$ cat src/rtl/fpwsb_bank.sv
`timescale 1ns / 1ps
`default_nettype none
// ----------------------------------------------------------------------------
// fpwsb_bank: simple dual-port RAM
// One write port and one read port with registered read data.
// ----------------------------------------------------------------------------
module fpwsb_bank #(
   parameter int DEPTH = 256,
   parameter int WIDTH = 16
) (
   input  wire logic                     clock,
   input  wire logic                     wr_en,
   input  wire logic [$clog2(DEPTH)-1:0] wr_addr,
   input  wire logic [WIDTH-1:0]         wr_data,
   input  wire logic                     rd_en,
   input  wire logic [$clog2(DEPTH)-1:0] rd_addr,
   output logic      [WIDTH-1:0]         rd_data
);

   logic [WIDTH-1:0] mem [DEPTH];

   // Write a row
   always_ff @(posedge clock) begin
      if (wr_en) begin
         mem[wr_addr] <= wr_data;
      end
   end

   // Read a row, old data on a same-edge write
   always_ff @(posedge clock) begin
      if (rd_en) begin
         rd_data <= mem[rd_addr];
      end
   end

endmodule
`default_nettype wire

$ cat config.mk
export PLATFORM = sky130hd
export DESIGN_NAME = fpwsb_bank
export DESIGN_NICKNAME = d
export VERILOG_FILES = /design/src/rtl/fpwsb_bank.sv
export SDC_FILE = /design/constraint.sdc
export NUM_CORES = 2
export LEC_CHECK = 0
export BUFFER_PORTS_ARGS = -buffer_cell sky130_fd_sc_hd__buf_4
export CAP_MARGIN = 10
export CORE_MARGIN = 1.5
export CORE_UTILIZATION = 33
export DETAILED_ROUTE_END_ITERATION = 16
export SKIP_CTS_REPAIR_TIMING = 1
export SYNTH_ARGS = -nofsm -noshare
export SYNTH_HDL_FRONTEND = slang
export SYNTH_SLANG_ARGS = --single-unit
$ cat constraint.sdc
create_clock -name clock -period 3.15 [get_ports clock]
set_input_delay 0.4725 -clock clock [delete_from_list [all_inputs] [get_ports clock]]
set_output_delay 0.4725 -clock clock [all_outputs]
set_load 0.05 [all_outputs]
==> run metrics <==
Post-Route Skew=between 70 and 80 ps; reg2reg path depth=6; Slew @ Worst Pin=~1100 ps; hold_ws=38.0 ps; core area=between 0.4 and 0.5 mm²; Setup Viol. Count Final=0; pwr/cell area=611 mW/mm²; Levels on crit path=6; total I/O pin count=around 50; DIE AREA=slightly below 0.5 mm²; Hold Vio Cnt, Final=0; CP Max Fanout=1; Tot GR Track Use=between 10% and 20%; Final min period=3080 ps; FF-to-FF End=rd_data[13]$_DFFE_PP_; launch point of the worst path=mem[55][13]$_DFFE_PP_; FF+latch count, synth=4,112; nets=between 8,000 and 9,000; crit-path most repeated cell=mux4_2; worst-path cell chain=mux4_2 > mux4_2 > a22o_1 > o32ai_1 > buf_12 > nor4_1; largest net degree at the start of global routing=108; HP Class=input port to flip-flop; DRC Markers=0; clock sink count=~4,100; critical path endpoint category=flip-flop; cells after synthesis=between 7,000 and 8,000; Root Driver=clkbuf_16; CTS tree=built; crit share post-route=a little over nine tenths; DPL Wire Length=around 280,000 µm; Slew Viols, Final=0; flop-to-flop setup slack=approximately 69 ps; Num CTS Buffers=roughly 390; Avg Cell Area, Syn=between 20 and 25 µm²; Sequential Area=0.123 mm²; Hold Path Cell Cnt=1; Design Area, Final=0.188 mm²; RSZ-0062 raised after global routing=false; first-pass GRT wire length=between 600,000 and 700,000 µm; Initial Utilization=between 30 and 40%; leak pwr=roughly 0.06 µW; area of the multi-input gates=0.0329 mm²; leading cell type in the layout, fill and taps excluded=edfxtp_1; height of the die=between 600 and 700 µm; vias in the first global route=a little over 80,000; Cell Area, Synth=about 0.16 mm²; Iter 0 DRT Violations=approximately 10,000; Startpoint Class=flip-flop; Clock transition at path regs=around 70 ps; Die X=697 µm; post-route ant nets=0; area post-placement=about 0.17 mm²; worst flop-to-flop path startpoint=mem[55][13]$_DFFE_PP_; Max-Slew Margin vs Limit=24.7%; Layout Cells excl Fill=between 15,000 and 20,000; Layout fillers=about 42,000; Peak Freq=325 MHz; RD Place Congestion=about 0.86; CTS H-Tree Depth=5; syn_nets=between 7,000 and 8,000; Top delay family on crit path=compound AO/OA/AOI/OAI gates; max cap viols=0; drt pass-1 iters=6; Main synth FF type=edfxtp_1; GRT overflow=0; number of antenna violations at the first check in global routing=29; Crit path arrival time=about 3800 ps; vias per inst=around 5.4; Req. time, crit path=~3900 ps; YS warnings=0; slowest CP cell=o32ai_1; most frequent cells in the layout=edfxtp_1, buf_4, mux4_2, mux2i_1, clkbuf_16; Cell Rows=~250; fin util=roughly two fifths; synth-to-layout area growth=18.1%; Post-synth EDFFs=4,112; worst path bufs/invs=1; Bufs on Longest Clock Path=4; clock insertion delay at the later pin of the skew report=~1000 ps; share of cells above drive strength 1=between 20 and 30%; status=complete, no violations; WS Path Type=flip-flop to flip-flop; via count=between 80,000 and 90,000; setup TNS=0 ps; Largest stage delay, worst path=between 800 and 900 ps; dpl cells=14,400; DR WL/cell=29.4 µm; FFs w/ async S/R, synth=0%; Port Buffer Count=50; Netlist cell types=51; register area share after synthesis=between 70 and 80%; Routed WL=446,000 µm; Max VDD drop=around 480 µV; crit path to=rd_data[13]$_DFFE_PP_
## power by group
part	switching [µW]	internal, µW	leakage (µW)	total (µW)
Sequential	113	60300	0.0370	60400
Clock	21000	26700	0.00623	47600
Combinational	4050	2510	0.0167	6560
## sequential cells by signal, indices dropped and copies added, names as in the netlist
signal / flops
mem: 4096
rd_data: 16
## layer usage
metal / vias up / part of all wire [%] / track usage (%)
li1: 33400 / - / -
met5: - / 0.015 / 0
met1: 43800 / 40 / 24.4
met4: 10 / 3.7 / 6.03
met2: 3751 / 48 / 29.5
met3: 654 / 8.0 / 2.75
## worst register-to-register path: stages, from the launching register on
cell,delay [ps]
edfxtp_1,350
mux4_2,490
mux4_2,510
a22o_1,350
o32ai_1,820
buf_12,190
nor4_1,50
## logic make-up (layout without fill, tap and decap cells)
logic type / count (synthesis) / after routing / share of synthesized area, %
compound gates: 786 / 786 / 3.53
mux: 1450 / 1450 / 15.5
buf+inv: 456 / 1820 / 1.69
other cells: 0 / 14 / 0
flops: 4112 / 4112 / 77.7
simple gates: 556 / 556 / 1.57
## metrics by stage
stage	setup slack, ps	power (µW)
floorplan	429	64600
global placement	-792	68000
detailed placement	-810	68200
CTS	-6.10	115000
global route	87.3	117000
finish	69.0	115000
## cell type report
type / instances / share of cell area [%]
repair buffers: 1097 / 5.49
clock inverters: 265 / 1.56
inverters: 4 / 0.0147
diodes: 14 / 0.0187
well taps: 6400 / 4.27
flip-flops and latches: 4112 / 65.8
clock buffers: 454 / 5.33
multi-input cells: 2792 / 17.5
## synth_stat cells (all sizes together), types with 35 or more instances
| master | count | area, µm² |
|---|---|---|
| nor2 | 304 | 1140 |
| o22ai | 148 | 926 |
| mux2 | 88 | 991 |
| clkbuf | 230 | 863 |
| edfxtp | 4112 | 123000 |
| mux4 | 797 | 17900 |
| mux2i | 565 | 5660 |
| o21ai | 38 | 190 |
| a21oi | 175 | 876 |
| nand3 | 35 | 175 |
| a22oi | 43 | 323 |
| nand2 | 38 | 143 |
| o221ai | 253 | 2220 |
| buf | 222 | 1810 |
| nor3 | 92 | 460 |
## how the worst min path moves through the flow
stage,from,end,slack (ps)
after floorplan,wr_data[0],mem[0][0]$_DFFE_PP_,570
after global placement,wr_data[0],mem[233][0]$_DFFE_PP_,930
after detailed placement,wr_data[0],mem[235][0]$_DFFE_PP_,940
after CTS,rd_en,rd_data[8]$_DFFE_PP_,-140
after global routing,wr_data[10],mem[24][10]$_DFFE_PP_,0.9
final,wr_data[1],mem[90][1]$_DFFE_PP_,40
(Power assumes the default switching activity.)
