### config.mk
export PLATFORM = sky130hd
export DESIGN_NAME = fpwsb_merge
export DESIGN_NICKNAME = d
export VERILOG_FILES = /design/src/rtl/fpwsb_pkg.sv /design/src/rtl/fpwsb_merge.sv
export SDC_FILE = /design/constraint.sdc
export NUM_CORES = 1
export LEC_CHECK = 0
export ABC_AREA = 0
export ABC_CLOCK_PERIOD_IN_PS = 5700
export BUFFER_PORTS_ARGS = -buffer_cell sky130_fd_sc_hd__buf_2
export CORE_ASPECT_RATIO = 1.75
export CORE_UTILIZATION = 47
export DETAILED_ROUTE_END_ITERATION = 10
export PLACE_DENSITY_LB_ADDON = 0.15
export SETUP_SLACK_MARGIN = 0.15
export SLEW_MARGIN = 0
export SYNTH_ARGS = -nofsm -noshare
export SYNTH_HDL_FRONTEND = slang
export SYNTH_SLANG_ARGS = --single-unit
### constraint.sdc
create_clock -name vclk -period 5.7
set_input_delay 1.14 -clock vclk [all_inputs]
set_output_delay 1.14 -clock vclk [all_outputs]
set_load 0.005 [all_outputs]
### src/rtl/fpwsb_pkg.sv
`timescale 1ns / 1ps
`default_nettype none
// ----------------------------------------------------------------------------
// fpwsb_pkg: shared types and constants of the page write staging buffer
// Page geometry, request codes and the structs passed between the
// staging logic, the byte banks and the top level.
// ----------------------------------------------------------------------------
package fpwsb_pkg;

   // Page geometry (page size is a power of two)
   localparam int PAGE_BYTES = 512;
   localparam int ADDR_BITS  = 16;
   localparam int OFF_BITS   = $clog2(PAGE_BYTES);
   localparam int ROW_BITS   = OFF_BITS - 1;
   localparam int ROWS       = PAGE_BYTES / 2;
   localparam int PAGE_BITS  = ADDR_BITS - OFF_BITS;

   // Each bank entry holds an epoch tag over the staged byte
   localparam int EPOCH_BITS  = 8;
   localparam int ENTRY_BITS  = EPOCH_BITS + 8;
   localparam logic [EPOCH_BITS-1:0] EPOCH_FIRST = EPOCH_BITS'(1);

   // Request codes
   typedef logic [2:0] req_code_type;
   localparam req_code_type REQ_WRITE_BYTE = 3'd0;
   localparam req_code_type REQ_WRITE_WORD = 3'd1;
   localparam req_code_type REQ_READ_BYTE  = 3'd2;
   localparam req_code_type REQ_READ_WORD  = 3'd3;
   localparam req_code_type REQ_COMMIT     = 3'd4;

   typedef struct packed {
      req_code_type           req_type;
      logic [ADDR_BITS-1:0]   address;
      logic [15:0]            write_data;
      logic [15:0]            flash_data;
   } req_beat_type;

   typedef struct packed {
      logic                   pending;
      logic                   claimed;
      logic [PAGE_BITS-1:0]   page;
      logic [EPOCH_BITS-1:0]  epoch;
   } stage_state_type;

   typedef struct packed {
      logic                   we;
      logic [ROW_BITS-1:0]    row;
      logic [7:0]             data;
   } bank_wr_type;

   typedef struct packed {
      logic                   status;
      logic [15:0]            read_data;
      logic [6:0]             page_number;
      logic                   clear_start;
      stage_state_type        next_state;
      bank_wr_type            wr_even;
      bank_wr_type            wr_odd;
   } merge_result_type;

endpackage
`default_nettype wire

### src/rtl/fpwsb_merge.sv
`timescale 1ns / 1ps
`default_nettype none
// ----------------------------------------------------------------------------
// fpwsb_merge: staging decision for one request beat
// Merges buffered and flash bytes for reads, decides claim, busy and byte
// staging for writes, and computes the next page state.
// ----------------------------------------------------------------------------
module fpwsb_merge
   import fpwsb_pkg::*;
(
   input  wire req_beat_type               beat,
   input  wire stage_state_type            state,
   input  wire logic [ENTRY_BITS-1:0]      even_entry,
   input  wire logic [ENTRY_BITS-1:0]      odd_entry,
   input  wire bank_wr_type                fwd_even,
   input  wire bank_wr_type                fwd_odd,
   output merge_result_type                result
);

   logic [ADDR_BITS-1:0]  addr_a;
   logic [ADDR_BITS-1:0]  addr_n;
   logic [PAGE_BITS-1:0]  page_a;
   logic [PAGE_BITS-1:0]  page_n;
   logic [ROW_BITS-1:0]   row_a;
   logic [ROW_BITS-1:0]   row_n;
   logic                  a_even;
   logic [ENTRY_BITS-1:0] ent_a;
   logic [ENTRY_BITS-1:0] ent_n;
   bank_wr_type           fw_a;
   bank_wr_type           fw_n;
   logic                  fhit_a;
   logic                  fhit_n;
   logic                  dirty_a;
   logic                  dirty_n;
   logic [7:0]            buf_a;
   logic [7:0]            buf_n;
   logic [7:0]            rd_a;
   logic [7:0]            rd_n;
   logic [7:0]            rd_b;
   logic                  ch1;
   logic                  ch2;
   logic                  busy1;
   logic                  busy2;
   logic                  stg1;
   logic                  stg2;
   logic                  claimed1;
   logic [PAGE_BITS-1:0]  page1;
   logic                  we_a;
   logic                  we_n;
   logic [7:0]            wbyte_a;
   logic [7:0]            wbyte_n;
   logic                  status;
   logic [15:0]           read_data;
   stage_state_type       nxt;
   logic                  clear_start;
   logic [6:0]            page_ext;

   // Split the address into page and bank row for both bytes
   assign addr_a = beat.address;
   assign addr_n = addr_a + ADDR_BITS'(1);
   assign page_a = addr_a[ADDR_BITS-1:OFF_BITS];
   assign page_n = addr_n[ADDR_BITS-1:OFF_BITS];
   assign row_a  = addr_a[OFF_BITS-1:1];
   assign row_n  = addr_n[OFF_BITS-1:1];
   assign a_even = !addr_a[0];

   // Pick bank entries and bypass the write of the previous beat
   assign ent_a   = a_even ? even_entry : odd_entry;
   assign ent_n   = a_even ? odd_entry : even_entry;
   assign fw_a    = a_even ? fwd_even : fwd_odd;
   assign fw_n    = a_even ? fwd_odd : fwd_even;
   assign fhit_a  = fw_a.we && (fw_a.row == row_a);
   assign fhit_n  = fw_n.we && (fw_n.row == row_n);
   assign dirty_a = fhit_a || (ent_a[ENTRY_BITS-1:8] == state.epoch);
   assign dirty_n = fhit_n || (ent_n[ENTRY_BITS-1:8] == state.epoch);
   assign buf_a   = fhit_a ? fw_a.data : ent_a[7:0];
   assign buf_n   = fhit_n ? fw_n.data : ent_n[7:0];

   // Merge reads per byte; a byte read merges the byte at the address
   // against the low flash byte
   always_comb begin
      rd_a = beat.flash_data[15:8];
      rd_n = beat.flash_data[7:0];
      rd_b = beat.flash_data[7:0];
      if (state.pending && state.claimed && (state.page == page_a) && dirty_a) begin
         rd_a = buf_a;
         rd_b = buf_a;
      end
      if (state.pending && state.claimed && (state.page == page_n) && dirty_n) begin
         rd_n = buf_n;
      end
   end

   // Split write: low byte at next address first, then high byte at address
   always_comb begin
      ch1      = beat.write_data[7:0] != beat.flash_data[7:0];
      busy1    = ch1 && state.claimed && (state.page != page_n);
      stg1     = ch1 && !busy1;
      claimed1 = state.claimed || stg1;
      page1    = (!state.claimed && stg1) ? page_n : state.page;
      ch2      = beat.write_data[15:8] != beat.flash_data[15:8];
      busy2    = !busy1 && ch2 && claimed1 && (page1 != page_a);
      stg2     = !busy1 && ch2 && !busy2;
   end

   // Decide staging, status and next page state
   always_comb begin
      nxt         = state;
      we_a        = 1'b0;
      we_n        = 1'b0;
      wbyte_a     = beat.write_data[15:8];
      wbyte_n     = beat.write_data[7:0];
      status      = 1'b0;
      read_data   = 16'h0000;
      clear_start = 1'b0;
      case (beat.req_type)
         REQ_WRITE_BYTE: begin
            wbyte_a = beat.write_data[7:0];
            if (beat.write_data[7:0] != beat.flash_data[7:0]) begin
               if (state.claimed && (state.page != page_a)) begin
                  status = 1'b1;
               end else begin
                  we_a        = 1'b1;
                  nxt.claimed = 1'b1;
                  nxt.page    = page_a;
               end
            end
         end
         REQ_WRITE_WORD: begin
            if (a_even && (page_a == page_n)) begin
               if (beat.write_data != beat.flash_data) begin
                  if (state.claimed && (state.page != page_a)) begin
                     status = 1'b1;
                  end else begin
                     we_a        = 1'b1;
                     we_n        = 1'b1;
                     nxt.claimed = 1'b1;
                     nxt.page    = page_a;
                  end
               end
            end else begin
               status      = busy1 || busy2;
               we_n        = stg1;
               we_a        = stg2;
               nxt.claimed = claimed1 || stg2;
               nxt.page    = (!claimed1 && stg2) ? page_a : page1;
            end
         end
         REQ_READ_BYTE: begin
            read_data = {8'h00, rd_b};
         end
         REQ_READ_WORD: begin
            read_data = {rd_a, rd_n};
         end
         REQ_COMMIT: begin
            nxt.pending = 1'b0;
            nxt.claimed = 1'b0;
            nxt.page    = '0;
            if (&state.epoch) begin
               nxt.epoch   = EPOCH_FIRST;
               clear_start = 1'b1;
            end else begin
               nxt.epoch = state.epoch + EPOCH_BITS'(1);
            end
         end
         default: begin
         end
      endcase
      if (we_a || we_n) begin
         nxt.pending = 1'b1;
      end
   end

   // Report the claimed page number
   assign page_ext = 7'(nxt.page);

   // Route byte writes to the bank of their parity
   always_comb begin
      result             = '0;
      result.status      = status;
      result.read_data   = read_data;
      result.page_number = page_ext;
      result.clear_start = clear_start;
      result.next_state  = nxt;
      if (a_even) begin
         result.wr_even = '{we: we_a, row: row_a, data: wbyte_a};
         result.wr_odd  = '{we: we_n, row: row_n, data: wbyte_n};
      end else begin
         result.wr_even = '{we: we_n, row: row_n, data: wbyte_n};
         result.wr_odd  = '{we: we_a, row: row_a, data: wbyte_a};
      end
   end

endmodule
`default_nettype wire

==> results by group <==
Timing
  – Fin crit share: 91.24%
  – Slew Viols, Final: 0
  – Slew HR: 37.25%
  – Worst-Margin Slew: 941.2 ps
  – Fmax: 192.3 MHz
  – Final setup fails: 0
  – Unrepaired setup endpoints after global routing: no
  – Setup tns final: 0 ps
  – Count of final hold-check violations: 0
  – Tmin final: 5201 ps
  – Worst hold slack: ~2600 ps
  – Setup WS post-layout: 499.1 ps

Global route
  – Number of global-route vias before repair: 4249
  – Total GRT Usage: 32.01%
  – Largest net degree at the start of global routing: 57
  – Initial antenna violation count: 2
  – First-pass GRT wire length: 19990 µm
  – GRT Residual Overflow: 0

Logic synthesis
  – YS warnings: 0
  – Top cell type's share of synthesized area: around an eighth
  – Gate Count Post-Synth: 481
  – Post-Syn Area per Cell: 7.479 µm²
  – Synth area leader: xor2_1
  – Synth Net Count: 618
  – Sequential element share of the synthesized area: 0%
  – Dominant cells by area after synthesis: xor2_1 (13%), mux2i_1 (11%), mux4_2 (10%)
  – Unique masters post-synth: 57
  – Netlist Area Pre-Place: 3597 µm²

Min path
  – Hold Path Sink: result[14]
  – Worst Min Path Start: beat[39]
  – Hold Path Stages: 2
  – Class of the worst hold path: in -> out

Worst setup path
  – Crit path capture type: primary output
  – Worst EP required: 4560 ps
  – CP max FO: 56
  – Critical path type: in -> out
  – Startpoint Class: primary input
  – Worst path arrival time: 4060 ps

Routing
  – 1st-pass router iterations: 5
  – Vias per cell: 5.995
  – DRT iter0 DRCs: 201
  – DR WL/cell: 17.79 µm
  – Via count: approximately 4400
  – Routed WL: 13150 µm
  – Drt drc: 0
  – Antenna-violating nets left: 0

Final layout
  – Layout cells sized above 1: 41.10%
  – Layout clock buffers: 0
  – Fin util: roughly 62%
  – FF/Latch Area: 0 µm²
  – Area Growth Syn to Fin: 26.40%
  – Nets@finish: 791
  – Seq_cells: 0

Place
  – Routability cong.: 0.9779
  – PortBufs: 210
  – Detailed Place HPWL: 11100 µm
  – Worst slack at placement: 538.1 ps

Clocking
  – Postcts setup bufs: 0
  – Cts repair resizes: 0
  – Post-CTS Hold Buffers: 0

Die
  – FP Rows: 41
  – Initial Util: roughly 50%
  – Core footprint: around 7300 µm²
  – I/O pin count: 210
  – Die ar.: 8021 µm²
  – Die Ht: 117.7 µm
  – Die W: 68.13 µm

Power and ir drop
  – LEAKAGE: 0.002242 µW
  – Worst VDD drop: 0.04684 mV
  – Total power: 320.4 µW
  – P per Cell Area: between 70 and 80 nW/µm²

Run
  – Max-Cap Viols: 0

Run status
  – Status: finished clean
## cells by family (layout without fill, tap and decap cells)
logic type      after synthesis  after routing  synth area share (%)
compound gates               92             92                 18.75
buf+inv                      86            257                 11.86
other cells                   0              1                     0
xor+xnor                     75             75                 18.68
mux                          74             74                 26.85
fa+ha+maj                     3              3                 1.044
simple gates                151            151                 22.82
## worst max-delay path by stage
stage / slack [ps] / startpoint / to / cells past startpoint
2_1_floorplan: 700 / beat[32] / result[65] / 12
3_3_place_gp: 590 / beat[32] / result[60] / 12
3_5_place_dp: 540 / beat[32] / result[60] / 12
4_1_cts: 540 / beat[32] / result[60] / 12
5_1_grt: 230 / beat[32] / result[60] / 12
6_report: 500 / beat[32] / result[60] / 12
## cells in the mapped netlist, types with 2 or more instances
master and number:
xor2_1 54, inv_1 39, mux2i_1 38, nand2_1 31, nor2_1 31, mux2_2 20, o21ai_0 20, xnor2_1 20
nand3_1 18, buf_4 17, mux4_2 16, nand4_1 15, clkbuf_1 14, a21oi_1 12, nor4_1 11, and3_1 10
nor3_1 8, o2111ai_1 8, o211ai_2 8, a31oi_1 7, buf_2 7, o21a_1 6, and2_1 5, buf_6 4
nand2b_1 4, o211ai_1 4, or3_1 4, a21o_1 3, a221o_1 3, a22oi_1 3, buf_1 3, ha_1 3
o221ai_1 3, a21boi_0 2, nand3_2 2, nor2b_1 2, nor4_4 2, o22ai_1 2, o311ai_0 2, o31ai_1 2
or4_1 2
## final cells by class
class / instances / area, µm²
repair buffers: 217 / 1116
inverters: 40 / 150.1
well taps: 86 / 107.6
multi-input cells: 395 / 3171
fillers: 709 / 2738
diodes: 1 / 2.502
## layer usage
layer	vias to the layer above	GRT usage [%]	wire length [µm]
met1	2061	31.07	4534
met3	41	3.876	857
met5	-	0	0
met2	217	63.17	7261
li1	2111	-	-
met4	0	11.33	491
## power by group
group	total (µW)	internal, µW	switching [µW]
Sequential	0	0	0
Clock	0.0000235	0.0000235	0
Combinational	320	150	170
## through the flow
stage | instance area [µm²] | instances
after global routing | 4547 | 739
after floorplan | 3597 | 481
after detailed placement | 4544 | 738
final | 4547 | 739
after global placement | 4544 | 738
after CTS | 4544 | 738
## worst max-delay path, cell delays in order
cell and delay (ps):
buf_2 110, buf_12 300, clkinv_1 160, ha_1 370, xor2_1 160, o2111a_1 200, a31oi_1 50, nor4b_1 390
a31oi_1 180, or3_1 580, o211ai_2 250, buf_2 140
## placed cells by master, fill, tap and decap left out, types with 5 or more instances in the layout
| master | netlist | final |
|---|---|---|
| nand2_1 | 31 | 31 |
| mux4_2 | 16 | 16 |
| and2_1 | 5 | 5 |
| nor2_1 | 31 | 31 |
| o211ai_2 | 8 | 8 |
| o21a_1 | 6 | 6 |
| nor3_1 | 8 | 8 |
| a31oi_1 | 7 | 7 |
| mux2i_1 | 38 | 38 |
| nand4_1 | 15 | 15 |
| o2111ai_1 | 8 | 8 |
| buf_4 | 17 | 6 |
| o21ai_0 | 20 | 20 |
| a21oi_1 | 12 | 12 |
| inv_1 | 39 | 39 |
| nor4_1 | 11 | 11 |
| and3_1 | 10 | 10 |
| mux2_2 | 20 | 20 |
| xnor2_1 | 20 | 20 |
| nand3_1 | 18 | 18 |
| xor2_1 | 54 | 54 |
| buf_2 | 7 | 210 |
(Power assumes the default switching activity.)
